**config.mk**
```make
export PLATFORM = sky130hd
export DESIGN_NAME = rsp_packet_deframer_flat
export DESIGN_NICKNAME = d
export VERILOG_FILES = /design/src/rtl/rpd_pkg.sv /design/src/rtl/rpd_byte_if.sv /design/src/rtl/rpd_event_if.sv /design/src/rtl/rpd_parser.sv /design/src/rtl/rsp_packet_deframer.sv /design/src/flat_wrapper.sv
export SDC_FILE = /design/constraint.sdc
export NUM_CORES = 1
export LEC_CHECK = 0
export BUFFER_PORTS_ARGS = -buffer_cell sky130_fd_sc_hd__buf_4
export CORE_AREA = 2 2 64 96
export CTS_CLUSTER_SIZE = 10
export DETAILED_ROUTE_END_ITERATION = 12
export DIE_AREA = 0 0 66 98
export PLACE_DENSITY = 0.88
export SYNTH_ARGS = -nofsm -noshare
export SYNTH_HDL_FRONTEND = slang
export SYNTH_SLANG_ARGS = --single-unit
```
**constraint.sdc**
```tcl
create_clock -name clk -period 8.7 [get_ports clk]
set_input_delay 1.305 -clock clk [delete_from_list [all_inputs] [get_ports clk]]
set_output_delay 1.305 -clock clk [all_outputs]
set_load 0.05 [all_outputs]
```
**src/rtl/rpd_pkg.sv**
```systemverilog
// rpd_pkg: types, codes and helpers shared by the packet deframer files
// no dependencies

package rpd_pkg;

  localparam int unsigned BYTE_W    = 8;
  localparam int unsigned KIND_W    = 3;
  localparam int unsigned ACK_W     = 2;
  localparam int unsigned PKT_LEN_W = 11;

  // framing characters
  localparam logic [BYTE_W-1:0] CH_START = 8'h24;
  localparam logic [BYTE_W-1:0] CH_END   = 8'h23;
  localparam logic [BYTE_W-1:0] CH_ESC   = 8'h7D;
  localparam logic [BYTE_W-1:0] CH_RLE   = 8'h2A;
  localparam logic [BYTE_W-1:0] CH_EOT   = 8'h04;
  localparam logic [BYTE_W-1:0] ESC_XOR  = 8'h20;

  // event kinds
  localparam logic [KIND_W-1:0] EV_BYTE   = 3'd0;
  localparam logic [KIND_W-1:0] EV_GOOD   = 3'd1;
  localparam logic [KIND_W-1:0] EV_BAD    = 3'd2;
  localparam logic [KIND_W-1:0] EV_ABORT  = 3'd3;
  localparam logic [KIND_W-1:0] EV_CLOSED = 3'd4;

  // acknowledge codes
  localparam logic [ACK_W-1:0] ACK_NONE = 2'd0;
  localparam logic [ACK_W-1:0] ACK_POS  = 2'd1;
  localparam logic [ACK_W-1:0] ACK_NEG  = 2'd2;

  typedef struct packed {
    logic [KIND_W-1:0]    event_kind;
    logic [BYTE_W-1:0]    payload_byte;
    logic [ACK_W-1:0]     ack_to_send;
    logic [PKT_LEN_W-1:0] packet_length;
  } rpd_result_t;

  function automatic logic is_reserved(input logic [BYTE_W-1:0] c);
    return (c == CH_START) || (c == CH_END) || (c == CH_ESC) || (c == CH_RLE);
  endfunction

  // non-hex digits count as zero
  function automatic logic [3:0] hex_value(input logic [BYTE_W-1:0] c);
    logic [BYTE_W-1:0] d;
    d = '0;
    if (c >= 8'h30 && c <= 8'h39) begin
      d = c - 8'h30;
    end else if (c >= 8'h61 && c <= 8'h66) begin
      d = c - 8'h57;
    end else if (c >= 8'h41 && c <= 8'h46) begin
      d = c - 8'h37;
    end
    return d[3:0];
  endfunction

endpackage

```
**src/rtl/rpd_byte_if.sv**
```systemverilog
// rpd_byte_if: valid/ready channel carrying one received serial byte
// depends on rpd_pkg

interface rpd_byte_if;
  logic                      valid;
  logic                      ready;
  logic [rpd_pkg::BYTE_W-1:0] rx_byte;

  modport source (output valid, output rx_byte, input ready);
  modport sink   (input valid, input rx_byte, output ready);
endinterface

```
**src/rtl/rpd_event_if.sv**
```systemverilog
// rpd_event_if: valid/ready channel carrying one deframer event
// depends on rpd_pkg

interface rpd_event_if;
  logic                         valid;
  logic                         ready;
  logic [rpd_pkg::KIND_W-1:0]    event_kind;
  logic [rpd_pkg::BYTE_W-1:0]    payload_byte;
  logic [rpd_pkg::ACK_W-1:0]     ack_to_send;
  logic [rpd_pkg::PKT_LEN_W-1:0] packet_length;

  modport source (output valid, output event_kind, output payload_byte,
                  output ack_to_send, output packet_length, input ready);
  modport sink   (input valid, input event_kind, input payload_byte,
                  input ack_to_send, input packet_length, output ready);
endinterface

```
**src/rtl/rpd_parser.sv**
```systemverilog
// rpd_parser: framing state machine, running checksum and payload count
// depends on rpd_pkg

module rpd_parser #(
  parameter int unsigned BUFFER_BYTES = 1024
) (
  input  logic                        clk,
  input  logic                        rst,
  input  logic                        step,
  input  logic [rpd_pkg::BYTE_W-1:0]  rx_byte,
  input  logic                        noack_mode,
  output logic                        res_valid,
  output rpd_pkg::rpd_result_t        res
);

  localparam int unsigned CNT_W = $clog2(BUFFER_BYTES + 1);

  typedef enum logic [2:0] {
    PH_IDLE,
    PH_CAPTURE,
    PH_ESCAPE,
    PH_SUM_HI,
    PH_SUM_LO
  } phase_t;

  phase_t                     phase, phase_next;
  logic [rpd_pkg::BYTE_W-1:0] running_sum, running_sum_next;
  logic [3:0]                 rcv_hi, rcv_hi_next;
  logic [CNT_W-1:0]           payload_count, payload_count_next;

  logic [rpd_pkg::BYTE_W-1:0] resolved;
  logic [rpd_pkg::BYTE_W-1:0] sum_add;
  logic [rpd_pkg::BYTE_W-1:0] sum_take;
  logic [CNT_W-1:0]           count_take;
  logic                       buf_full;

  // payload byte path shared by capture and escape phases
  always_comb begin
    resolved = (phase == PH_ESCAPE) ? (rx_byte ^ rpd_pkg::ESC_XOR) : rx_byte;
    if (rpd_pkg::is_reserved(resolved)) begin
      sum_add = rpd_pkg::CH_ESC + (resolved ^ rpd_pkg::ESC_XOR);
    end else begin
      sum_add = resolved;
    end
    sum_take   = running_sum + sum_add;
    count_take = payload_count + CNT_W'(1);
    buf_full   = (count_take >= CNT_W'(BUFFER_BYTES));
  end

  always_comb begin
    phase_next         = phase;
    running_sum_next   = running_sum;
    rcv_hi_next        = rcv_hi;
    payload_count_next = payload_count;
    res_valid          = 1'b0;
    res                = '0;
    unique case (phase)
      PH_IDLE: begin
        if (rx_byte == rpd_pkg::CH_START) begin
          phase_next         = PH_CAPTURE;
          payload_count_next = '0;
          running_sum_next   = '0;
        end else if (rx_byte == rpd_pkg::CH_EOT) begin
          res_valid      = 1'b1;
          res.event_kind = rpd_pkg::EV_CLOSED;
        end
      end
      PH_CAPTURE, PH_ESCAPE: begin
        if (phase == PH_CAPTURE && rx_byte == rpd_pkg::CH_START) begin
          // abort and restart at once
          payload_count_next = '0;
          running_sum_next   = '0;
          res_valid          = 1'b1;
          res.event_kind     = rpd_pkg::EV_ABORT;
        end else if (phase == PH_CAPTURE && rx_byte == rpd_pkg::CH_END) begin
          phase_next = PH_SUM_HI;
        end else if (phase == PH_CAPTURE && rx_byte == rpd_pkg::CH_ESC) begin
          phase_next = PH_ESCAPE;
        end else begin
          phase_next         = PH_CAPTURE;
          running_sum_next   = sum_take;
          payload_count_next = count_take;
          res_valid          = 1'b1;
          if (buf_full) begin
            phase_next     = PH_IDLE;
            res.event_kind = rpd_pkg::EV_ABORT;
          end else begin
            res.event_kind   = rpd_pkg::EV_BYTE;
            res.payload_byte = resolved;
          end
        end
      end
      PH_SUM_HI: begin
        if (!noack_mode) begin
          rcv_hi_next = rpd_pkg::hex_value(rx_byte);
        end
        phase_next = PH_SUM_LO;
      end
      PH_SUM_LO: begin
        phase_next = PH_IDLE;
        res_valid  = 1'b1;
        if (noack_mode) begin
          res.event_kind    = rpd_pkg::EV_GOOD;
          res.packet_length = rpd_pkg::PKT_LEN_W'(payload_count);
        end else if ({rcv_hi, rpd_pkg::hex_value(rx_byte)} == running_sum) begin
          res.event_kind    = rpd_pkg::EV_GOOD;
          res.ack_to_send   = rpd_pkg::ACK_POS;
          res.packet_length = rpd_pkg::PKT_LEN_W'(payload_count);
        end else begin
          res.event_kind  = rpd_pkg::EV_BAD;
          res.ack_to_send = rpd_pkg::ACK_NEG;
        end
      end
      default: begin
        phase_next = PH_IDLE;
      end
    endcase
  end

  always_ff @(posedge clk) begin
    if (rst) begin
      phase         <= PH_IDLE;
      running_sum   <= '0;
      rcv_hi        <= '0;
      payload_count <= '0;
    end else if (step) begin
      phase         <= phase_next;
      running_sum   <= running_sum_next;
      rcv_hi        <= rcv_hi_next;
      payload_count <= payload_count_next;
    end
  end

endmodule

```
**src/rtl/rsp_packet_deframer.sv**
```systemverilog
// an accepted byte waits in the input register; its event goes to the event register
// throughput: one byte per cycle unless a held event stalls the parse step
// framing state and checksum update in the parse step, also for a byte with no event
// reset (rst, synchronous) empties both registers, returns to idle and clears noack_mode
// rsp_packet_deframer: input register, parser and event register
// depends on rpd_pkg, rpd_byte_if, rpd_event_if, rpd_parser

module rsp_packet_deframer #(
  parameter int unsigned BUFFER_BYTES = 1024
) (
  input  logic         clk,
  input  logic         rst,
  input  logic         cfg_wr_en,
  input  logic         cfg_wr_data,
  rpd_byte_if.sink     rx,
  rpd_event_if.source  evt
);

  logic                       noack_mode;
  logic                       in_valid;
  logic [rpd_pkg::BYTE_W-1:0] in_byte;
  logic                       out_valid;
  rpd_pkg::rpd_result_t       out_res;

  logic                       res_valid;
  rpd_pkg::rpd_result_t       res;
  logic                       step;

  // a word with no event never waits on the output side
  assign step     = in_valid && (!out_valid || evt.ready || !res_valid);
  assign rx.ready = !in_valid || step;

  rpd_parser #(
    .BUFFER_BYTES (BUFFER_BYTES)
  ) u_parser (
    .clk        (clk),
    .rst        (rst),
    .step       (step),
    .rx_byte    (in_byte),
    .noack_mode (noack_mode),
    .res_valid  (res_valid),
    .res        (res)
  );

  always_ff @(posedge clk) begin
    if (rst) begin
      noack_mode <= 1'b0;
    end else if (cfg_wr_en) begin
      noack_mode <= cfg_wr_data;
    end
  end

  always_ff @(posedge clk) begin
    if (rst) begin
      in_valid <= 1'b0;
    end else if (rx.valid && rx.ready) begin
      in_valid <= 1'b1;
    end else if (step) begin
      in_valid <= 1'b0;
    end
  end

  always_ff @(posedge clk) begin
    if (rx.valid && rx.ready) begin
      in_byte <= rx.rx_byte;
    end
  end

  always_ff @(posedge clk) begin
    if (rst) begin
      out_valid <= 1'b0;
    end else if (step && res_valid) begin
      out_valid <= 1'b1;
    end else if (evt.ready) begin
      out_valid <= 1'b0;
    end
  end

  always_ff @(posedge clk) begin
    if (step && res_valid) begin
      out_res <= res;
    end
  end

  assign evt.valid         = out_valid;
  assign evt.event_kind    = out_res.event_kind;
  assign evt.payload_byte  = out_res.payload_byte;
  assign evt.ack_to_send   = out_res.ack_to_send;
  assign evt.packet_length = out_res.packet_length;

endmodule

```
**src/flat_wrapper.sv**
```systemverilog
// flat-port wrapper written by rule: the top's interface ports become plain ports
module rsp_packet_deframer_flat 
#(
  parameter int unsigned BUFFER_BYTES = 1024
)
  (clk, rst, cfg_wr_en, cfg_wr_data, rx_valid, rx_rx_byte, rx_ready, evt_valid, evt_event_kind, evt_payload_byte, evt_ack_to_send, evt_packet_length, evt_ready);
  rpd_byte_if rx_i ();
  rpd_event_if evt_i ();
  input  logic clk;
  input  logic rst;
  input  logic cfg_wr_en;
  input  logic cfg_wr_data;
  input wire logic [$bits(rx_i.valid)-1:0] rx_valid;
  input wire logic [$bits(rx_i.rx_byte)-1:0] rx_rx_byte;
  output wire logic [$bits(rx_i.ready)-1:0] rx_ready;
  output wire logic [$bits(evt_i.valid)-1:0] evt_valid;
  output wire logic [$bits(evt_i.event_kind)-1:0] evt_event_kind;
  output wire logic [$bits(evt_i.payload_byte)-1:0] evt_payload_byte;
  output wire logic [$bits(evt_i.ack_to_send)-1:0] evt_ack_to_send;
  output wire logic [$bits(evt_i.packet_length)-1:0] evt_packet_length;
  input wire logic [$bits(evt_i.ready)-1:0] evt_ready;
  assign rx_i.valid = rx_valid;
  assign rx_i.rx_byte = rx_rx_byte;
  assign rx_ready = rx_i.ready;
  assign evt_valid = evt_i.valid;
  assign evt_event_kind = evt_i.event_kind;
  assign evt_payload_byte = evt_i.payload_byte;
  assign evt_ack_to_send = evt_i.ack_to_send;
  assign evt_packet_length = evt_i.packet_length;
  assign evt_i.ready = evt_ready;
  rsp_packet_deframer #(.BUFFER_BYTES(BUFFER_BYTES)) u_core (.clk(clk), .rst(rst), .cfg_wr_en(cfg_wr_en), .cfg_wr_data(cfg_wr_data), .rx(rx_i), .evt(evt_i));
endmodule
```
==> impl_metrics.tcl, run 1 <==
set metrics [dict create \
    path_class_of_the_lowest_slack_min_delay_path "reg2reg" \
    avgRoutedWirePerCell_um 15.9 \
    floorplan.initialDensity 0.604 \
    seq_area_frac_synth 0.448 \
    finalWorstPathRequiredPeriod_ps 4160 \
    core-area_sq_um 5700 \
    ant_nets 0 \
    synth.top_cells.by_area "edfxtp_1, dfxtp_1, a21oi_1, ha_1, nor3b_2" \
    worstSetupEndpointType "output port" \
    ys_types 63 \
    synth_edf_count 32 \
    max-clock-path-buffers 2 \
    maxCapViolations 0 \
    ctsResizeCount 0 \
    hold_violations 0 \
    share_clk_of_total_power 0.362 \
    layout.cells.most_common "buf_4" \
    vias_per_cell 6.09 \
    final_layout_size_suffix_gt1_frac 0.191 \
    ys_warn_count 0 \
    p_sw_w 0.000231 \
    placement_rows 34 \
    clock_tree_from_tritoncts "built" \
    design_area_sq_um 3970 \
    vias 2800 \
    grt.overflow.total 0 \
    post_dp_cell_area_sq_um 3740 \
    cts_num_sinks 61 \
    number_of_antenna_violations_at_the_first_check_in_global_routing 0 \
    grt_util_all_layers 0.240 \
    synth_area_sq_um 3440 \
    layoutNonFillerInstCount 460 \
    synthToLayoutAreaGrowth_pct 15.3 \
    timing.critical_path.arrival_ps 2850 \
    async_reset_ff_frac 0 \
    synthDominantCellAreaShare 0.279 \
    cts_hold_repair.buffers 0 \
    share_comb_of_total_power 0.197 \
    finalCoreUtilization 0.696 \
    layout.cells.most_common_list "buf_4, edfxtp_1, a21oi_1, nor2_1, dfxtp_1" \
    p_per_area_nw_per_um2 192 \
    worst_setup_hold_path_clk_slew_ps 70 \
    top_level_ports 40 \
    data_required_time_at_the_worst_endpoint_ps 7390 \
    place_congestion 0.951 \
    maximum_number_of_pins_on_one_net_before_global_route_repair 33 \
    detailedRoute.firstPassIterationCount 5 \
    post-place-cells 444 \
    power.ir.vdd_worst_mv 0.123 \
    cts.repair_timing.setup_buffer_count 0 \
    post-route-drc-count 0 \
    wl_met2_um 3870 \
    top_layer "met4" \
    power_frac_seq 0.441 \
    cp-start-kind "register" \
    clock_root_buffer_master "clkbuf_8" \
    switching_share 0.303 \
    grt_setup_unrepaired "no" \
    run_status "finished clean" \
    die_width_um 66 \
    worstSkewPairLatency_ps 340 \
    fp.dieArea_sq_um 6470 \
    finalNetCount 410 \
    wirelength_met1_um 2870 \
    post-route-period-util 0.478 \
    timing.final.setup_violations 0 \
    dieHeight_um 98 \
    finClkSkew_ps 11.6 \
    place_hpwl_um 5250 \
    insertedDiodeCount 0 \
    critical_path.max_fanout 11 \
    maxSlewViolCount 0 \
    fmaxAchievable_ghz 0.241 \
    avgSynthCellArea_sq_um 9.78 \
    routed_wl_um 7310 \
    synthDominantAreaCellType "edfxtp_1" \
    cell_internal_pwr_w 0.000532 \
    yosys_register_bits 61 \
    timing_worst_slew_pin_value_ps 1010 \
    routed-wl-met3_um 361 \
    synth-main-ff-cell "edfxtp_1" \
    fin_setup_tns_ps 0 \
    io_buffers 39 \
    post_synth_inst_count 352 \
    drt-initial-drc-count 221 \
    slew-limit-headroom 0.324 \
    crit_type "reg2out" \
    first_global_vias 2707 \
    p_leak_nw 1.46 \
    htree_levels 3 \
    cts_buffers 9 \
    wire_length_of_the_first_global_routing_pass_um 12000 \
    mappedNetlistNets 379 \
]
worst paths after layout:
path / start / endpoint / slack (ps) / cells after the start
setup / recovery: u_core.in_byte[1] / rx_ready / 4540 / 8
setup reg to reg: u_core.in_byte[1] / u_core.u_parser.running_sum[7] / 4890 / 15
hold reg to reg: u_core.u_parser.rcv_hi[2] / u_core.u_parser.rcv_hi[2] / 490 / 2
hold / removal: u_core.u_parser.rcv_hi[2] / u_core.u_parser.rcv_hi[2] / 490 / 2
logic make-up after synthesis:
group                      share of synthesized area
buffers and inverters                         0.0382
AOI/OAI and AO/OA                              0.139
adders and majority gates                     0.0495
muxes                                         0.0145
and+or+nand+nor                                0.268
xor gates and xnor gates                      0.0433
DFF                                            0.448
cell usage after synthesis (4+ instances only):
cell type / count
a21oi_1: 31
and2_1: 6
and3_1: 7
clkbuf_1: 14
dfxtp_1: 29
edfxtp_1: 32
ha_1: 12
inv_1: 12
mux2i_1: 5
nand2_1: 21
nand2b_1: 6
nand3_1: 8
nand4_1: 4
nor2_1: 29
nor2b_1: 4
nor3_1: 9
nor3b_1: 5
nor3b_2: 9
nor4_1: 7
o21ai_0: 13
or2_2: 5
or3_1: 6
or3b_1: 6
or4_1: 4
xnor2_1: 11
xor2_1: 6
final cells by class:
class                   instances  area, sq um
clock buffers                   9          124
well taps                      72         90.1
flip-flops and latches         61         1540
clock inverters                 7         97.6
fillers                       421         1730
inverters                      12         45.0
multi-input cells             259         1770
repair buffers                 40          300
stage by stage:
stage | hold WS, ps | total power, W | worst slack (ps)
6_report | 486 | 0.000762 | 4540
5_1_grt | 515 | 0.000791 | 4330
4_1_cts | 484 | 0.000763 | 4570
3_5_place_dp | 475 | 0.000490 | 4920
3_3_place_gp | 461 | 0.000485 | 5040
2_1_floorplan | 449 | 0.000452 | 5280
flip-flops by register name, summed over array words and instances, names as in the netlist:
name                           flops
u_core.u_parser.payload_count     11
u_core.evt.event_kind              3
u_core.noack_mode                  1
u_core.u_parser.phase              3
u_core.u_parser.running_sum        8
u_core.in_valid                    1
u_core.evt.ack_to_send             2
u_core.evt.packet_length          11
u_core.in_byte                     8
u_core.evt.valid                   1
u_core.u_parser.rcv_hi             4
u_core.evt.payload_byte            8
power by group through the flow:
stage	registers [W]	logic, W	clock network [W]
final	0.000336	0.000150	0.000276
after detailed placement	0.000342	0.000148	0
after global routing	0.000338	0.000162	0.000292
after global placement	0.000341	0.000145	0
after CTS	0.000336	0.000149	0.000279
after floorplan	0.000371	0.0000812	0
metal layers:
| metal | track usage | up-vias |
|---|---|---|
| met5 | 0 | - |
| met4 | 0.113 | 0 |
| met3 | 0.0541 | 19 |
| met2 | 0.418 | 98 |
| met1 | 0.271 | 1331 |
| li1 | - | 1352 |
worst max-delay path, cell delays in order, from the launching register on:
cell and delay [ps]:
edfxtp_1 470, inv_1 180, ha_1 240, and4b_1 230, nand3_1 110, a21oi_1 590, o21ai_0 240, or3b_1 240
buf_4 200
No activity file was read; power rests on OpenSTA's default activity.
==> inputs of run 2 (changes only) <==
--- a/config.mk
+++ b/config.mk
@@ -6,11 +6,11 @@
 export NUM_CORES = 1
 export LEC_CHECK = 0
 export BUFFER_PORTS_ARGS = -buffer_cell sky130_fd_sc_hd__buf_4
-export CORE_AREA = 2 2 64 96
+export CORE_AREA = 2 2 66 100
 export CTS_CLUSTER_SIZE = 10
 export DETAILED_ROUTE_END_ITERATION = 12
-export DIE_AREA = 0 0 66 98
-export PLACE_DENSITY = 0.88
+export DIE_AREA = 0 0 68 102
+export PLACE_DENSITY = 0.83
 export SYNTH_ARGS = -nofsm -noshare
 export SYNTH_HDL_FRONTEND = slang
 export SYNTH_SLANG_ARGS = --single-unit
==> constraint.sdc (replaced) <==
create_clock -name clk -period 4 [get_ports clk]
set_input_delay 0.6 -clock clk [delete_from_list [all_inputs] [get_ports clk]]
set_output_delay 0.6 -clock clk [all_outputs]
set_load 0.05 [all_outputs]
==> impl_metrics.tcl, run 2 (synthesis results as in run 1) <==
set metrics [dict create \
    run_status "finished clean" \
    critical_path_cell_by_cell "inv_1 > ha_1 > and4b_1 > and3_1 > a21oi_2 > nor2_2 > nor2_1 > a21o_1 > ha_1 > a21o_1 > a211o_1 > a2111oi_1 > nor3_1 > a21o_1 > a32o_1" \
    switching_share 0.308 \
    timing.critical_path.buf_inv 1 \
    number_of_antenna_violations_at_the_first_check_in_global_routing 0 \
    detailedRoute.firstPassIterationCount 4 \
    dieHeight_um 102 \
    power.ir.vdd_worst_mv 0.306 \
    p_sw_w 0.000516 \
    worst_setup_hold_path_clk_slew_ps 70 \
    placement_rows 35 \
    slew-limit-headroom 0.329 \
    avgRoutedWirePerCell_um 16.2 \
    fp.dieArea_sq_um 6940 \
    path_class_of_the_lowest_slack_min_delay_path "in2reg" \
    htree_levels 3 \
    fmaxAchievable_ghz 0.274 \
    maximum_number_of_pins_on_one_net_before_global_route_repair 33 \
    worst_path_largest_cell_delay_ps 460 \
    layout.cells.most_common_list "buf_4, edfxtp_1, a21oi_1, dfxtp_1, nor2_1" \
    maxCapViolations 0 \
    setup.worst_path.start "u_core.in_byte[1]" \
    post-route-period-util 0.913 \
    end_point_of_the_critical_path "u_core.u_parser.running_sum[7]" \
    layout.cells.most_common "buf_4" \
    design_area_sq_um 3990 \
    critical_path.max_fanout 6 \
    floorplan.initialDensity 0.569 \
    endpoint_of_the_worst_register_to_register_path "u_core.u_parser.running_sum[7]" \
    routed_wl_um 7520 \
    worstSetupEndpointType "register" \
    worst-r2r-cell-count 15 \
    ant_nets 0 \
    first_global_vias 2685 \
    cp-start-kind "register" \
    top_level_ports 40 \
    power_frac_seq 0.437 \
    worstSkewPairLatency_ps 350 \
    p_leak_nw 1.47 \
    io_buffers 39 \
    timing.final.setup_violations 0 \
    cts_hold_repair.buffers 0 \
    finClkSkew_ps 5.56 \
    cell_with_the_most_instances_on_the_worst_path "a21o_1" \
    data_required_time_at_the_worst_endpoint_ps 4240 \
    place_hpwl_um 5380 \
    final_layout_size_suffix_gt1_frac 0.200 \
    grt_setup_unrepaired "no" \
    post_dp_cell_area_sq_um 3760 \
    worst_path_dominant_cell_family "compound AO/OA/AOI/OAI gates" \
    grt_util_all_layers 0.240 \
    wire_length_of_the_first_global_routing_pass_um 12400 \
    clock_tree_from_tritoncts "built" \
    vias 2764 \
    ctsResizeCount 0 \
    post-route-drc-count 0 \
    cell_internal_pwr_w 0.00116 \
    timing.critical_path.depth 15 \
    p_per_area_nw_per_um2 419 \
    timing.critical_path.arrival_ps 3900 \
    insertedDiodeCount 0 \
    drt-initial-drc-count 344 \
    finalNetCount 412 \
    cts_num_sinks 61 \
    synthToLayoutAreaGrowth_pct 16.0 \
    reg2reg_slack_ps 350 \
    hold_violations 0 \
    timing_worst_slew_pin_value_ps 1010 \
    fin_setup_tns_ps 0 \
    share_comb_of_total_power 0.195 \
    clock_root_buffer_master "clkbuf_8" \
    vias_per_cell 5.96 \
    place_congestion 0.912 \
    die_width_um 68 \
    grt.overflow.total 0 \
    cts_buffers 9 \
    cts.repair_timing.setup_buffer_count 0 \
    max-clock-path-buffers 2 \
    cpMaxStageDelayCell "edfxtp_1" \
    share_clk_of_total_power 0.368 \
    crit_type "reg2reg" \
    finalWorstPathRequiredPeriod_ps 3650 \
    worstReg2RegStart "u_core.in_byte[1]" \
    core-area_sq_um 6040 \
    maxSlewViolCount 0 \
]
run 2: layout make-up:
type	instances	area, sq um
Fill cell	478	2050
Inverter	12	45.0
Tap cell	74	92.6
Multi-Input combinational cell	259	1780
Timing Repair Buffer	42	315
Sequential cell	61	1540
Clock buffer	9	124
Clock inverter	7	98.8
run 2: stage by stage:
step	instances	total power [W]	setup slack (ps)	hold slack [ps]	util
finish	464	0.00167	346	422	0.661
global route	464	0.00173	6.66	419	0.661
CTS	464	0.00167	197	423	0.659
detailed placement	448	0.00107	214	471	0.623
global placement	448	0.00106	421	465	0.623
floorplan	352	0.000983	580	449	-
run 2: power by group through the flow:
stage               clock, W  combinational, W  sequential, W
floorplan                  0          0.000177       0.000806
global placement           0          0.000317       0.000742
detailed placement         0          0.000324       0.000744
CTS                 0.000617          0.000326       0.000730
global route        0.000642          0.000353       0.000736
finish              0.000616          0.000327       0.000731
run 2: worst min path at each step:
stage | start | end | slack, ps | cells after the start
final | rx_rx_byte[7] | u_core.in_byte[7] | 420 | 1
after global routing | rx_rx_byte[7] | u_core.in_byte[7] | 420 | 1
after CTS | rx_rx_byte[3] | u_core.in_byte[3] | 420 | 1
after detailed placement | u_core.u_parser.payload_count[10] | u_core.u_parser.payload_count[10] | 470 | 2
after global placement | u_core.u_parser.payload_count[10] | u_core.u_parser.payload_count[10] | 470 | 2
after floorplan | u_core.u_parser.running_sum[1] | u_core.u_parser.running_sum[1] | 450 | 2
run 2: layer usage:
layer	part of all wire	up-vias	wire [um]	track usage
li1	-	1354	-	-
met1	0.39	1315	2970	0.272
met2	0.53	76	4020	0.415
met3	0.038	19	283	0.0363
met4	0.033	0	252	0.138
met5	0	-	0	0
